$ cat src/rtl/ltg_pkg.sv
// shared types and constants for the toroidal life grid block
// used by the request interface, the head unit and the top level
`default_nettype none

package ltg_pkg;

	localparam int ROWS_DEF = 32;
	localparam int COLS_DEF = 32;

	// fixed request field widths
	localparam int OP_W  = 2;
	localparam int ROW_W = 5;
	localparam int COL_W = 5;

	typedef enum logic [OP_W-1:0] {
		OP_WRITE = 2'd0,
		OP_READ  = 2'd1,
		OP_STEP  = 2'd2,
		OP_CLEAR = 2'd3
	} op_t;

	typedef enum logic [1:0] {
		ST_IDLE,
		ST_RUN,
		ST_DONE
	} state_t;

	// request as held while the rows pass by the head unit
	typedef struct packed {
		op_t              operation;
		logic [ROW_W-1:0] row;
		logic [COL_W-1:0] col;
		logic             value;
	} cmd_t;

	// per-cycle control from the sequencer to the head unit
	typedef struct packed {
		op_t              operation;
		logic [COL_W-1:0] col;
		logic             value;
		logic             row_hit;
	} head_ctrl_t;

endpackage

`default_nettype wire

$ cat src/rtl/ltg_op_if.sv
// request channel of the life grid block: valid/ready plus operation fields
// depends on ltg_pkg for the field widths
`default_nettype none

interface ltg_op_if;
	logic                      valid;
	logic                      ready;
	logic [ltg_pkg::OP_W-1:0]  operation;
	logic [ltg_pkg::ROW_W-1:0] row;
	logic [ltg_pkg::COL_W-1:0] col;
	logic                      value;

	modport source (output valid, operation, row, col, value, input ready);
	modport sink   (input valid, operation, row, col, value, output ready);
endinterface

`default_nettype wire

$ cat src/rtl/ltg_res_if.sv
// result channel of the life grid block: valid/ready plus the read cell value
// no dependencies
`default_nettype none

interface ltg_res_if;
	logic valid;
	logic ready;
	logic cell_value;

	modport source (output valid, cell_value, input ready);
	modport sink   (input valid, cell_value, output ready);
endinterface

`default_nettype wire

$ cat src/rtl/ltg_row_cell.sv
// one link of the row chain: holds one grid row, takes its neighbor's row on shift
// no package dependencies
`default_nettype none

module ltg_row_cell #(
	parameter int COLS = 32
) (
	input  wire logic            clk,
	input  wire logic            arst_n,
	input  wire logic            shift_en,
	input  wire logic [COLS-1:0] d,
	output logic      [COLS-1:0] q
);

	logic [COLS-1:0] row_q;

	always_ff @(posedge clk or negedge arst_n) begin
		if (!arst_n) begin
			row_q <= '0;
		end else if (shift_en) begin
			row_q <= d;
		end
	end

	assign q = row_q;

endmodule

`default_nettype wire

$ cat src/rtl/ltg_head.sv
// head unit at the end of the row chain: life rule, cell write, clear and read tap
// depends on ltg_pkg for head_ctrl_t and op_t
`default_nettype none

module ltg_head #(
	parameter int COLS = 32
) (
	input  wire ltg_pkg::head_ctrl_t ctrl,
	input  wire logic [COLS-1:0]     up,
	input  wire logic [COLS-1:0]     cur,
	input  wire logic [COLS-1:0]     dn,
	output logic      [COLS-1:0]     new_row,
	output logic                     rd_bit
);

	localparam int CIW   = $clog2(COLS);
	localparam int CMP_W = ((CIW > ltg_pkg::COL_W) ? CIW : ltg_pkg::COL_W) + 1;

	logic [COLS-1:0] life_row;
	logic [COLS-1:0] col_hit;

	for (genvar c = 0; c < COLS; c++) begin : g_col
		localparam int LF = (c + COLS - 1) % COLS;
		localparam int RT = (c + 1) % COLS;
		logic [3:0] n;

		assign n = {3'd0, up[LF]} + {3'd0, up[c]} + {3'd0, up[RT]}
			+ {3'd0, cur[LF]} + {3'd0, cur[RT]}
			+ {3'd0, dn[LF]} + {3'd0, dn[c]} + {3'd0, dn[RT]};
		// birth on three, survival on two or three
		assign life_row[c] = (n == 4'd3) || ((n == 4'd2) && cur[c]);
		assign col_hit[c]  = (CMP_W'(ctrl.col) == CMP_W'(c));
	end

	always_comb begin
		new_row = cur;
		case (ctrl.operation)
			ltg_pkg::OP_STEP: begin
				new_row = life_row;
			end
			ltg_pkg::OP_CLEAR: begin
				new_row = '0;
			end
			ltg_pkg::OP_WRITE: begin
				if (ctrl.row_hit) begin
					new_row = (cur & ~col_hit) | ({COLS{ctrl.value}} & col_hit);
				end
			end
			default: begin
				new_row = cur;
			end
		endcase
	end

	// column out of range leaves col_hit empty, so the read gives zero
	assign rd_bit = |(cur & col_hit);

endmodule

`default_nettype wire

$ cat src/rtl/life_torus_generation_step.sv
// Life grid (B3/S23) on a ROWS x COLS torus. The grid sits in a circular chain of
// ROWS row cells; every request (write, read, step, clear) rotates the whole chain
// once past a head unit that rewrites one row per cycle. The next request is only
// taken after the rotation ends and the result is loaded. One result comes back
// per request; a new request is taken while the previous result still waits in
// the output register.
// depends on ltg_pkg, ltg_op_if, ltg_res_if, ltg_row_cell, ltg_head
`default_nettype none

module life_torus_generation_step #(
	parameter int ROWS = ltg_pkg::ROWS_DEF,
	parameter int COLS = ltg_pkg::COLS_DEF
) (
	input  wire logic  clk,
	input  wire logic  arst_n,
	ltg_op_if.sink     op,
	ltg_res_if.source  res
);

	localparam int RIW   = $clog2(ROWS);
	localparam int CMP_W = ((RIW > ltg_pkg::ROW_W) ? RIW : ltg_pkg::ROW_W) + 1;

	ltg_pkg::state_t    state_q, state_d;
	ltg_pkg::cmd_t      cmd_q;
	ltg_pkg::head_ctrl_t ctrl;
	logic [RIW-1:0]     cnt_q;
	logic [COLS-1:0]    prev_q;
	logic [COLS-1:0]    first_q;
	logic               rd_q;
	logic               res_valid_q;
	logic               res_value_q;

	logic               accept;
	logic               shift_en;
	logic               res_load;
	logic               last;
	logic [COLS-1:0]    cell_row [ROWS];
	logic [COLS-1:0]    head_row;
	logic [COLS-1:0]    dn_row;
	logic               rd_bit;

	// row chain: cell 0 is the head position, the new row enters at the far end
	for (genvar k = 0; k < ROWS; k++) begin : g_cell
		if (k == ROWS - 1) begin : g_tail
			ltg_row_cell #(.COLS(COLS)) u_cell (
				.clk      (clk),
				.arst_n   (arst_n),
				.shift_en (shift_en),
				.d        (head_row),
				.q        (cell_row[k])
			);
		end else begin : g_body
			ltg_row_cell #(.COLS(COLS)) u_cell (
				.clk      (clk),
				.arst_n   (arst_n),
				.shift_en (shift_en),
				.d        (cell_row[k+1]),
				.q        (cell_row[k])
			);
		end
	end

	assign last   = (cnt_q == RIW'(ROWS - 1));
	// on the last row the row below is old row 0, already replaced in the chain
	assign dn_row = last ? first_q : cell_row[1];

	assign ctrl.operation = cmd_q.operation;
	assign ctrl.col       = cmd_q.col;
	assign ctrl.value     = cmd_q.value;
	assign ctrl.row_hit   = (CMP_W'(cmd_q.row) == CMP_W'(cnt_q));

	ltg_head #(.COLS(COLS)) u_head (
		.ctrl    (ctrl),
		.up      (prev_q),
		.cur     (cell_row[0]),
		.dn      (dn_row),
		.new_row (head_row),
		.rd_bit  (rd_bit)
	);

	// next state
	always_comb begin
		state_d = state_q;
		unique case (state_q)
			ltg_pkg::ST_IDLE: begin
				if (op.valid) state_d = ltg_pkg::ST_RUN;
			end
			ltg_pkg::ST_RUN: begin
				if (last) state_d = ltg_pkg::ST_DONE;
			end
			ltg_pkg::ST_DONE: begin
				if (!res_valid_q || res.ready) state_d = ltg_pkg::ST_IDLE;
			end
			default: begin
				state_d = ltg_pkg::ST_IDLE;
			end
		endcase
	end

	// state outputs
	always_comb begin
		op.ready = 1'b0;
		shift_en = 1'b0;
		res_load = 1'b0;
		unique case (state_q)
			ltg_pkg::ST_IDLE: op.ready = 1'b1;
			ltg_pkg::ST_RUN:  shift_en = 1'b1;
			ltg_pkg::ST_DONE: res_load = !res_valid_q || res.ready;
			default: begin
				op.ready = 1'b0;
			end
		endcase
	end

	assign accept = op.valid && op.ready;

	always_ff @(posedge clk or negedge arst_n) begin
		if (!arst_n) begin
			state_q     <= ltg_pkg::ST_IDLE;
			cnt_q       <= '0;
			res_valid_q <= 1'b0;
		end else begin
			state_q <= state_d;
			if (accept) begin
				cnt_q <= '0;
			end else if (shift_en) begin
				cnt_q <= cnt_q + 1'b1;
			end
			if (res_load) begin
				res_valid_q <= 1'b1;
			end else if (res.ready) begin
				res_valid_q <= 1'b0;
			end
		end
	end

	always_ff @(posedge clk) begin
		if (accept) begin
			cmd_q.operation <= ltg_pkg::op_t'(op.operation);
			cmd_q.row       <= op.row;
			cmd_q.col       <= op.col;
			cmd_q.value     <= op.value;
			prev_q          <= cell_row[ROWS-1];
			first_q         <= cell_row[0];
			rd_q            <= 1'b0;
		end else if (shift_en) begin
			prev_q <= cell_row[0];
			if (cmd_q.operation == ltg_pkg::OP_READ && ctrl.row_hit) begin
				rd_q <= rd_bit;
			end
		end
		if (res_load) begin
			res_value_q <= rd_q;
		end
	end

	assign res.valid      = res_valid_q;
	assign res.cell_value = res_value_q;

endmodule

`default_nettype wire
$ cat src/flat_wrapper.sv
// flat-port wrapper written by rule: the top's interface ports become plain ports
module life_torus_generation_step_flat 
#(
	parameter int ROWS = ltg_pkg::ROWS_DEF,
	parameter int COLS = ltg_pkg::COLS_DEF
)
  (clk, arst_n, op_valid, op_operation, op_row, op_col, op_value, op_ready, res_valid, res_cell_value, res_ready);
  ltg_op_if op_i ();
  ltg_res_if res_i ();
  input  wire logic clk;
  input  wire logic arst_n;
  input wire logic [$bits(op_i.valid)-1:0] op_valid;
  input wire logic [$bits(op_i.operation)-1:0] op_operation;
  input wire logic [$bits(op_i.row)-1:0] op_row;
  input wire logic [$bits(op_i.col)-1:0] op_col;
  input wire logic [$bits(op_i.value)-1:0] op_value;
  output wire logic [$bits(op_i.ready)-1:0] op_ready;
  output wire logic [$bits(res_i.valid)-1:0] res_valid;
  output wire logic [$bits(res_i.cell_value)-1:0] res_cell_value;
  input wire logic [$bits(res_i.ready)-1:0] res_ready;
  assign op_i.valid = op_valid;
  assign op_i.operation = op_operation;
  assign op_i.row = op_row;
  assign op_i.col = op_col;
  assign op_i.value = op_value;
  assign op_ready = op_i.ready;
  assign res_valid = res_i.valid;
  assign res_cell_value = res_i.cell_value;
  assign res_i.ready = res_ready;
  life_torus_generation_step #(.ROWS(ROWS), .COLS(COLS)) u_core (.clk(clk), .arst_n(arst_n), .op(op_i), .res(res_i));
endmodule
$ cat config.mk
export PLATFORM = sky130hd
export DESIGN_NAME = life_torus_generation_step_flat
export DESIGN_NICKNAME = d
export VERILOG_FILES = /design/src/rtl/ltg_pkg.sv /design/src/rtl/ltg_op_if.sv /design/src/rtl/ltg_res_if.sv /design/src/rtl/ltg_row_cell.sv /design/src/rtl/ltg_head.sv /design/src/rtl/life_torus_generation_step.sv /design/src/flat_wrapper.sv
export SDC_FILE = /design/constraint.sdc
export NUM_CORES = 2
export LEC_CHECK = 0
export ABC_CLOCK_PERIOD_IN_PS = 5000
export BUFFER_PORTS_ARGS = -buffer_cell sky130_fd_sc_hd__buf_2
export CORE_MARGIN = 2
export CORE_UTILIZATION = 40
export CTS_BUF_LIST = sky130_fd_sc_hd__clkbuf_16
export DETAILED_ROUTE_END_ITERATION = 12
export SYNTH_ARGS = -nofsm -noshare
export SYNTH_HDL_FRONTEND = slang
export SYNTH_SLANG_ARGS = --single-unit
$ cat constraint.sdc
create_clock -name clk -period 5 [get_ports clk]
set_input_delay 1.25 -clock clk [delete_from_list [all_inputs] [get_ports clk]]
set_output_delay 1.25 -clock clk [all_outputs]
set_load 0.02 [all_outputs]
Word-level counts from Yosys, hierarchy flattened:

Index checks and enable logic that the tools add are counted.

* bitwise gates (word level): 5
* add/sub/neg operators: 225
* equal/unequal tests: 105
* mux-type cells: 16
* reductions and logical operators: 76

Operator list (count)
* $add A4 B1 Y4: 130
* $eq A4 B2 Y1 const B: 64
* $mux W32: 4
* $add A3 B1 Y4: 31
* $and A32 B32 Y32: 3
* $pmux W32 S3: 1
* $add A2 B1 Y3: 31
* $eq A5 B5 Y1 const B: 17
* $add A1 B1 Y2: 32
* $eq A5 B4 Y1 const B: 8
* $logic_and A1 B1 Y1: 34
* $logic_or A1 B1 Y1: 33
* $not A32 Y32: 1
* $or A32 B32 Y32: 1
* $reduce_or A32 Y1: 1
* $eq A5 B3 Y1 const B: 4
* $eq A5 B2 Y1 const B: 2
* $mux W5: 2
* $eq A2 B2 Y1 const B: 3
* $mux W2: 3
* $pmux W2 S3: 1
* $add A5 B1 Y5 const B: 1
* $eq A5 B1 Y1 const B: 1
* $eq A5 B5 Y1: 1
* 10 further kinds: 18

* register bits after elaboration: 1111

Logic depth before layout (Yosys ltp):

* depth in word-level cells: 11
* mapped depth: 18
* gate-level depth less buffers: 17

Modules after synthesis:

Synthesis repeated with hierarchy kept, for this count alone.

* cell total of the unflattened synthesis: 3208
* area total of the unflattened synthesis: 53427.5 um^2

By module, submodules not included
* ltg_row_cell: sequential area each 800.8 um^2, cells each 68, area each 1345.0 um^2, times used 32
* ltg_head: sequential area each 0.0 um^2, cells each 762, area each 6755.2 um^2, times used 1
* life_torus_generation_step: sequential area each 2562.5 um^2, cells each 270, area each 3631.0 um^2, times used 1

Least setup slack after synthesis:

OpenSTA, ideal clock, no wires.

* path kind: reg-to-reg
* start point: register u_core.cnt_q[0]
* end point: register u_core.g_cell[31].g_tail.u_cell.row_q[8]
* arrival time: 4720 ps
* clock period less this slack: 4785 ps
* path slack: 215 ps
* stages on the path, launching flop included: 18
* buffers on the path: 2
* cells stage by stage: dfrtp_1 -> ha_1 -> and3_1 -> ha_1 -> clkbuf_1 -> buf_2 -> mux2i_1 -> fa_1 -> fa_1 -> fa_1 -> inv_1 -> ha_1 -> fa_1 -> or2_2 -> o21ai_0 -> a41oi_1 -> nor3_1 -> a211o_1

* cells in the longest elaborated chain, start to end: 9
* elaborated cells between the ends (all ways): 12
* classes of those cells: add/sub: 3; eq/ne: 4; mux: 3; reduce/logical: 2

Ends and longest elaborated chain
* start: declaration: RTL line life_torus_generation_step.sv:26 `logic [RIW-1:0] cnt_q;`
* start signal: assignment: RTL line life_torus_generation_step.sv:127 `cnt_q <= cnt_q + 1'b1;`
* $eq A5 B5 Y1: RTL line life_torus_generation_step.sv:63 `assign last = (cnt_q == RIW'(ROWS - 1));`
* $mux W32: RTL line life_torus_generation_step.sv:65 `assign dn_row = last ? first_q : cell_row[1];`
* $add A4 B1 Y4 (3 in series): RTL line ltg_head.sv:29 `+ {3'd0, dn[LF]} + {3'd0, dn[c]} + {3'd0, dn[RT]};`
* $eq A4 B2 Y1: RTL line ltg_head.sv:31 `assign life_row[c] = (n == 4'd3) || ((n == 4'd2) && cur[c]);`
* $logic_and A1 B1 Y1: RTL line ltg_head.sv:31
* $logic_or A1 B1 Y1: RTL line ltg_head.sv:31
* $pmux W32 S3 *: RTL line ltg_head.sv:37 `case (ctrl.operation)`
* end signal: assignment: RTL line ltg_row_cell.sv:19 `row_q <= '0;`
* end signal: assignment: RTL line ltg_row_cell.sv:21 `row_q <= d;`
* end: declaration: RTL line ltg_row_cell.sv:15 `logic [COLS-1:0] row_q;`

Mark *: on every way between the ends. The rest lies on a longest branch, timed or not.
A chain may end at the register's enable or synchronous reset.

Final worst setup path:

* start point: register u_core.cnt_q[0]
* end point: register u_core.g_cell[31].g_tail.u_cell.row_q[20]

Same word-level chain as after synthesis.

==> metrics <==
top cells by area, synth dfrtp_1 (53%), nand2_1 (23%), fa_1 (5.2%); Simple-Gate Fraction of Synth Area 0.252; worst r2r dst u_core.g_cell[31].g_tail.u_cell.q[20]$_DFFE_PN0P_; worst min-delay path class flip-flop to flip-flop; mux share of post-synthesis cell area 0.0103; Synth Area in XOR/XNOR 0.00139; worst reg2reg path depth 16; CTS Hold Buffers Added 0; dominant synthesized flop cell dfrtp_1; setup_tns 0 ns; CP Class flip-flop to flip-flop; CP bufs+invs 3; PwrDens ~520 mW/mm2; Top delay family on crit path adder cells; ANT nets after route 0; port bufs 19; antenna violations before repair 0; drt wl/cell between 10 and 15 um; Slew @ Worst Pin around 1.1 ns; WHS Path Cells 2; share of layout cells above drive strength 1 0.0516; Syn Inst Count approximately 5300; clk sink count around 1100; largest net degree at the start of global routing about 230; final hold violation count 0; Worst slew margin 0.236; min-delay src u_core.g_cell[25].g_body.u_cell.q[27]$_DFFE_PN0P_; Clk network pwr share 0.302; Post-synth EDFFs 78; register area share after synthesis 0.580; Distinct cells, synth 67; H-tree Lvls 3; Final Slew Violations 0; CTS root buffer clkbuf_16; # diodes 0; CP max-delay cell fa_1; R2R Setup Slk between 0.2 and 0.25 ns; core footprint 0.120 mm2; Syn Std Cell Area slightly below 0.05 mm2; max cap viols 0; Global Route Usage Sum 0.169; Initial Util 0.404; Net Sw Power 10.0 mW; nets 5500; Worst setup EP type flip-flop; worst r2r src u_core.cnt_q[0]$_DFFE_PN0P_; post-route insts no fill approximately 7000; Area Growth Syn to Fin 11.1%; unrepaired setup endpoints after global routing false; Synth top cells by count nand2_1 (2989), dfrtp_1 (1032), inv_1 (223); internal power about 18 mW; Comb power frac 0.265; Clock Latency Late Sink slightly above 0.7 ns; final setup vio count 0; post-synthesis adder-cell area fraction 0.0778; critical-path maximum fanout 12; Initial DRC Count around 3200; static leakage power 29.5 nW; detailed-route vias per instance around 4.8; WL final 104000 um; top cell type's share of synthesized area 0.532; largest family of logic cells by synthesized area simple AND/OR/NAND/NOR gates; chip width between 300 and 400 um; Mapped Nets roughly 5600; Crit path top cell by count fa_1; vias in the first global route 32900; Ports 20; fillers 11700; FMAX 209 MHz; total CTS buffers 114; Vias around 33000; Final period util 0.957; Net Sw Frac 0.357; die extent in y 352 um; Critical Path Start Type flip-flop; Hold Path Sink u_core.g_cell[24].g_body.u_cell.q[27]$_DFFE_PN0P_; CTS tree yes; HPWL Detailed approximately 62000 um; DP Cell Count between 6000 and 7000; worst stage delay on the critical path ~0.5 ns; die area 0.124 mm2; Critical Path RT approximately 5.6 ns; outcome finished clean; Hold WS ~0.44 ns; count leader, synth nand2_1; clock tree buffer depth 3; Multi-input gate area 0.0184 mm2; CTS clock-pin slew for the worst setup and hold paths around 0.06 ns; Reg power frac 0.433; Overflow after GRT 0; arrival time at the worst endpoint around 5.4 ns; DRC viols 0; post-layout power between 20 and 30 mW; row cnt about 130; area leader, netlist dfrtp_1; CP Depth 16; number of synthesized register bits between 1000 and 1500; Compound-Gate Fraction of Synth Area 0.0361; Placer Congestion 0.875; Worst VDD drop between 0.0003 and 0.0004 V; Final Skew around 0.029 ns; min cycle time layout ~4.8 ns; Avg Cell Area, Syn between 9 and 10 um2; drt first pass iters 7; Async S/R FF share, synth 0.929; Register Area approximately 0.028 mm2; first-pass GRT wire length ~180000 um; CP cell instances ha_1 > and3_1 > ha_2 > buf_12 > buf_4 > mux2i_1 > fa_1 > fa_1 > fa_1 > inv_1 > ha_1 > fa_1 > o22ai_1 > a41oi_1 > o31a_1 > o21ai_0; synth warn 0
metrics by stage:
| step | area [um2] | setup slack (ns) | utilization |
|---|---|---|---|
| 2_1_floorplan | 48600 | 0.215 | - |
| 3_3_place_gp | 50200 | 0.310 | 0.418 |
| 3_5_place_dp | 50200 | 0.263 | 0.418 |
| 4_1_cts | 53900 | 0.218 | 0.449 |
| 5_1_grt | 54000 | 0.00376 | 0.449 |
| 6_report | 54000 | 0.214 | 0.449 |
repair_timing:
action,4_1_cts,5_1_grt
gates resized for setup,0,6
setup buffers,0,0
hold endpoints to repair,0,0
setup endpoints to repair,0,6
cell families after synthesis:
logic type      count (synthesis)
mux                            49
xor+xnor                        6
buf+inv                       493
simple gates                 3167
compound gates                279
flops                        1111
fa+ha+maj                     226
placed cells by master (no fill, tap or decap), types with 17 or more instances in the layout:
cell type	count
a21oi_1	44
a31oi_1	35
a41oi_1	20
buf_12	18
buf_2	18
buf_4	42
clkbuf_16	114
clkinv_1	38
clkinv_2	18
dfrtp_1	1032
edfxtp_1	78
fa_1	127
ha_1	98
inv_1	239
mux2i_1	35
nand2_1	2989
nand3_1	21
nor2_1	39
o211ai_1	17
o21ai_0	99
worst max-delay path by stage:
stage	from	endpoint	slack, ns
finish	u_core.cnt_q[0]$_DFFE_PN0P_	u_core.g_cell[31].g_tail.u_cell.q[20]$_DFFE_PN0P_	0.21
global route	u_core.cnt_q[0]$_DFFE_PN0P_	u_core.g_cell[31].g_tail.u_cell.q[23]$_DFFE_PN0P_	0.004
CTS	u_core.cnt_q[0]$_DFFE_PN0P_	u_core.g_cell[31].g_tail.u_cell.q[8]$_DFFE_PN0P_	0.22
detailed placement	u_core.cnt_q[0]$_DFFE_PN0P_	u_core.g_cell[31].g_tail.u_cell.q[8]$_DFFE_PN0P_	0.26
global placement	u_core.cnt_q[0]$_DFFE_PN0P_	u_core.g_cell[31].g_tail.u_cell.q[8]$_DFFE_PN0P_	0.31
floorplan	u_core.cnt_q[0]$_DFFE_PN0P_	u_core.g_cell[31].g_tail.u_cell.q[8]$_DFFE_PN0P_	0.22
final cells by class:
class,count,share of cell area
Inverter,224,0.0156
Timing Repair Buffer,79,0.0145
Clock inverter,99,0.0162
Tap cell,1612,0.0374
Multi-Input combinational cell,3727,0.341
Clock buffer,114,0.0529
Sequential cell,1111,0.522
flip-flops by register name (all words and copies together) (netlist names):
signal / cells
u_core.res.cell_value: 1
u_core.res.valid: 1
u_core.g_cell.g_tail.u_cell.q: 32
u_core.cmd_q: 13
u_core.prev_q: 32
u_core.rd_q: 1
u_core.g_cell.g_body.u_cell.q: 992
u_core.cnt_q: 5
u_core.first_q: 32
u_core.state_q: 2
layer usage:
layer	vias to the layer above	GRT usage	part of all wire
met4	0	0.0464	0.021
met5	-	0	0
met3	150	0.0245	0.045
met2	575	0.254	0.43
met1	16200	0.255	0.50
li1	16400	-	-
power by group through the flow:
| stage | Clock [mW] | Sequential [mW] | Combinational, mW |
|---|---|---|---|
| floorplan | 0 | 11.9 | 5.64 |
| global placement | 0 | 12.3 | 7.34 |
| detailed placement | 0 | 12.3 | 7.53 |
| CTS | 8.75 | 12.2 | 7.58 |
| global route | 9.11 | 12.4 | 8.69 |
| finish | 8.49 | 12.2 | 7.45 |
tightest hold or removal path, delay by kind of cell, from the launching register on:
family           cells  cell delay, ns
DFF                  1            0.34
and+or+nand+nor      2            0.10
Note: power is estimated with default switching activity, not from simulation.
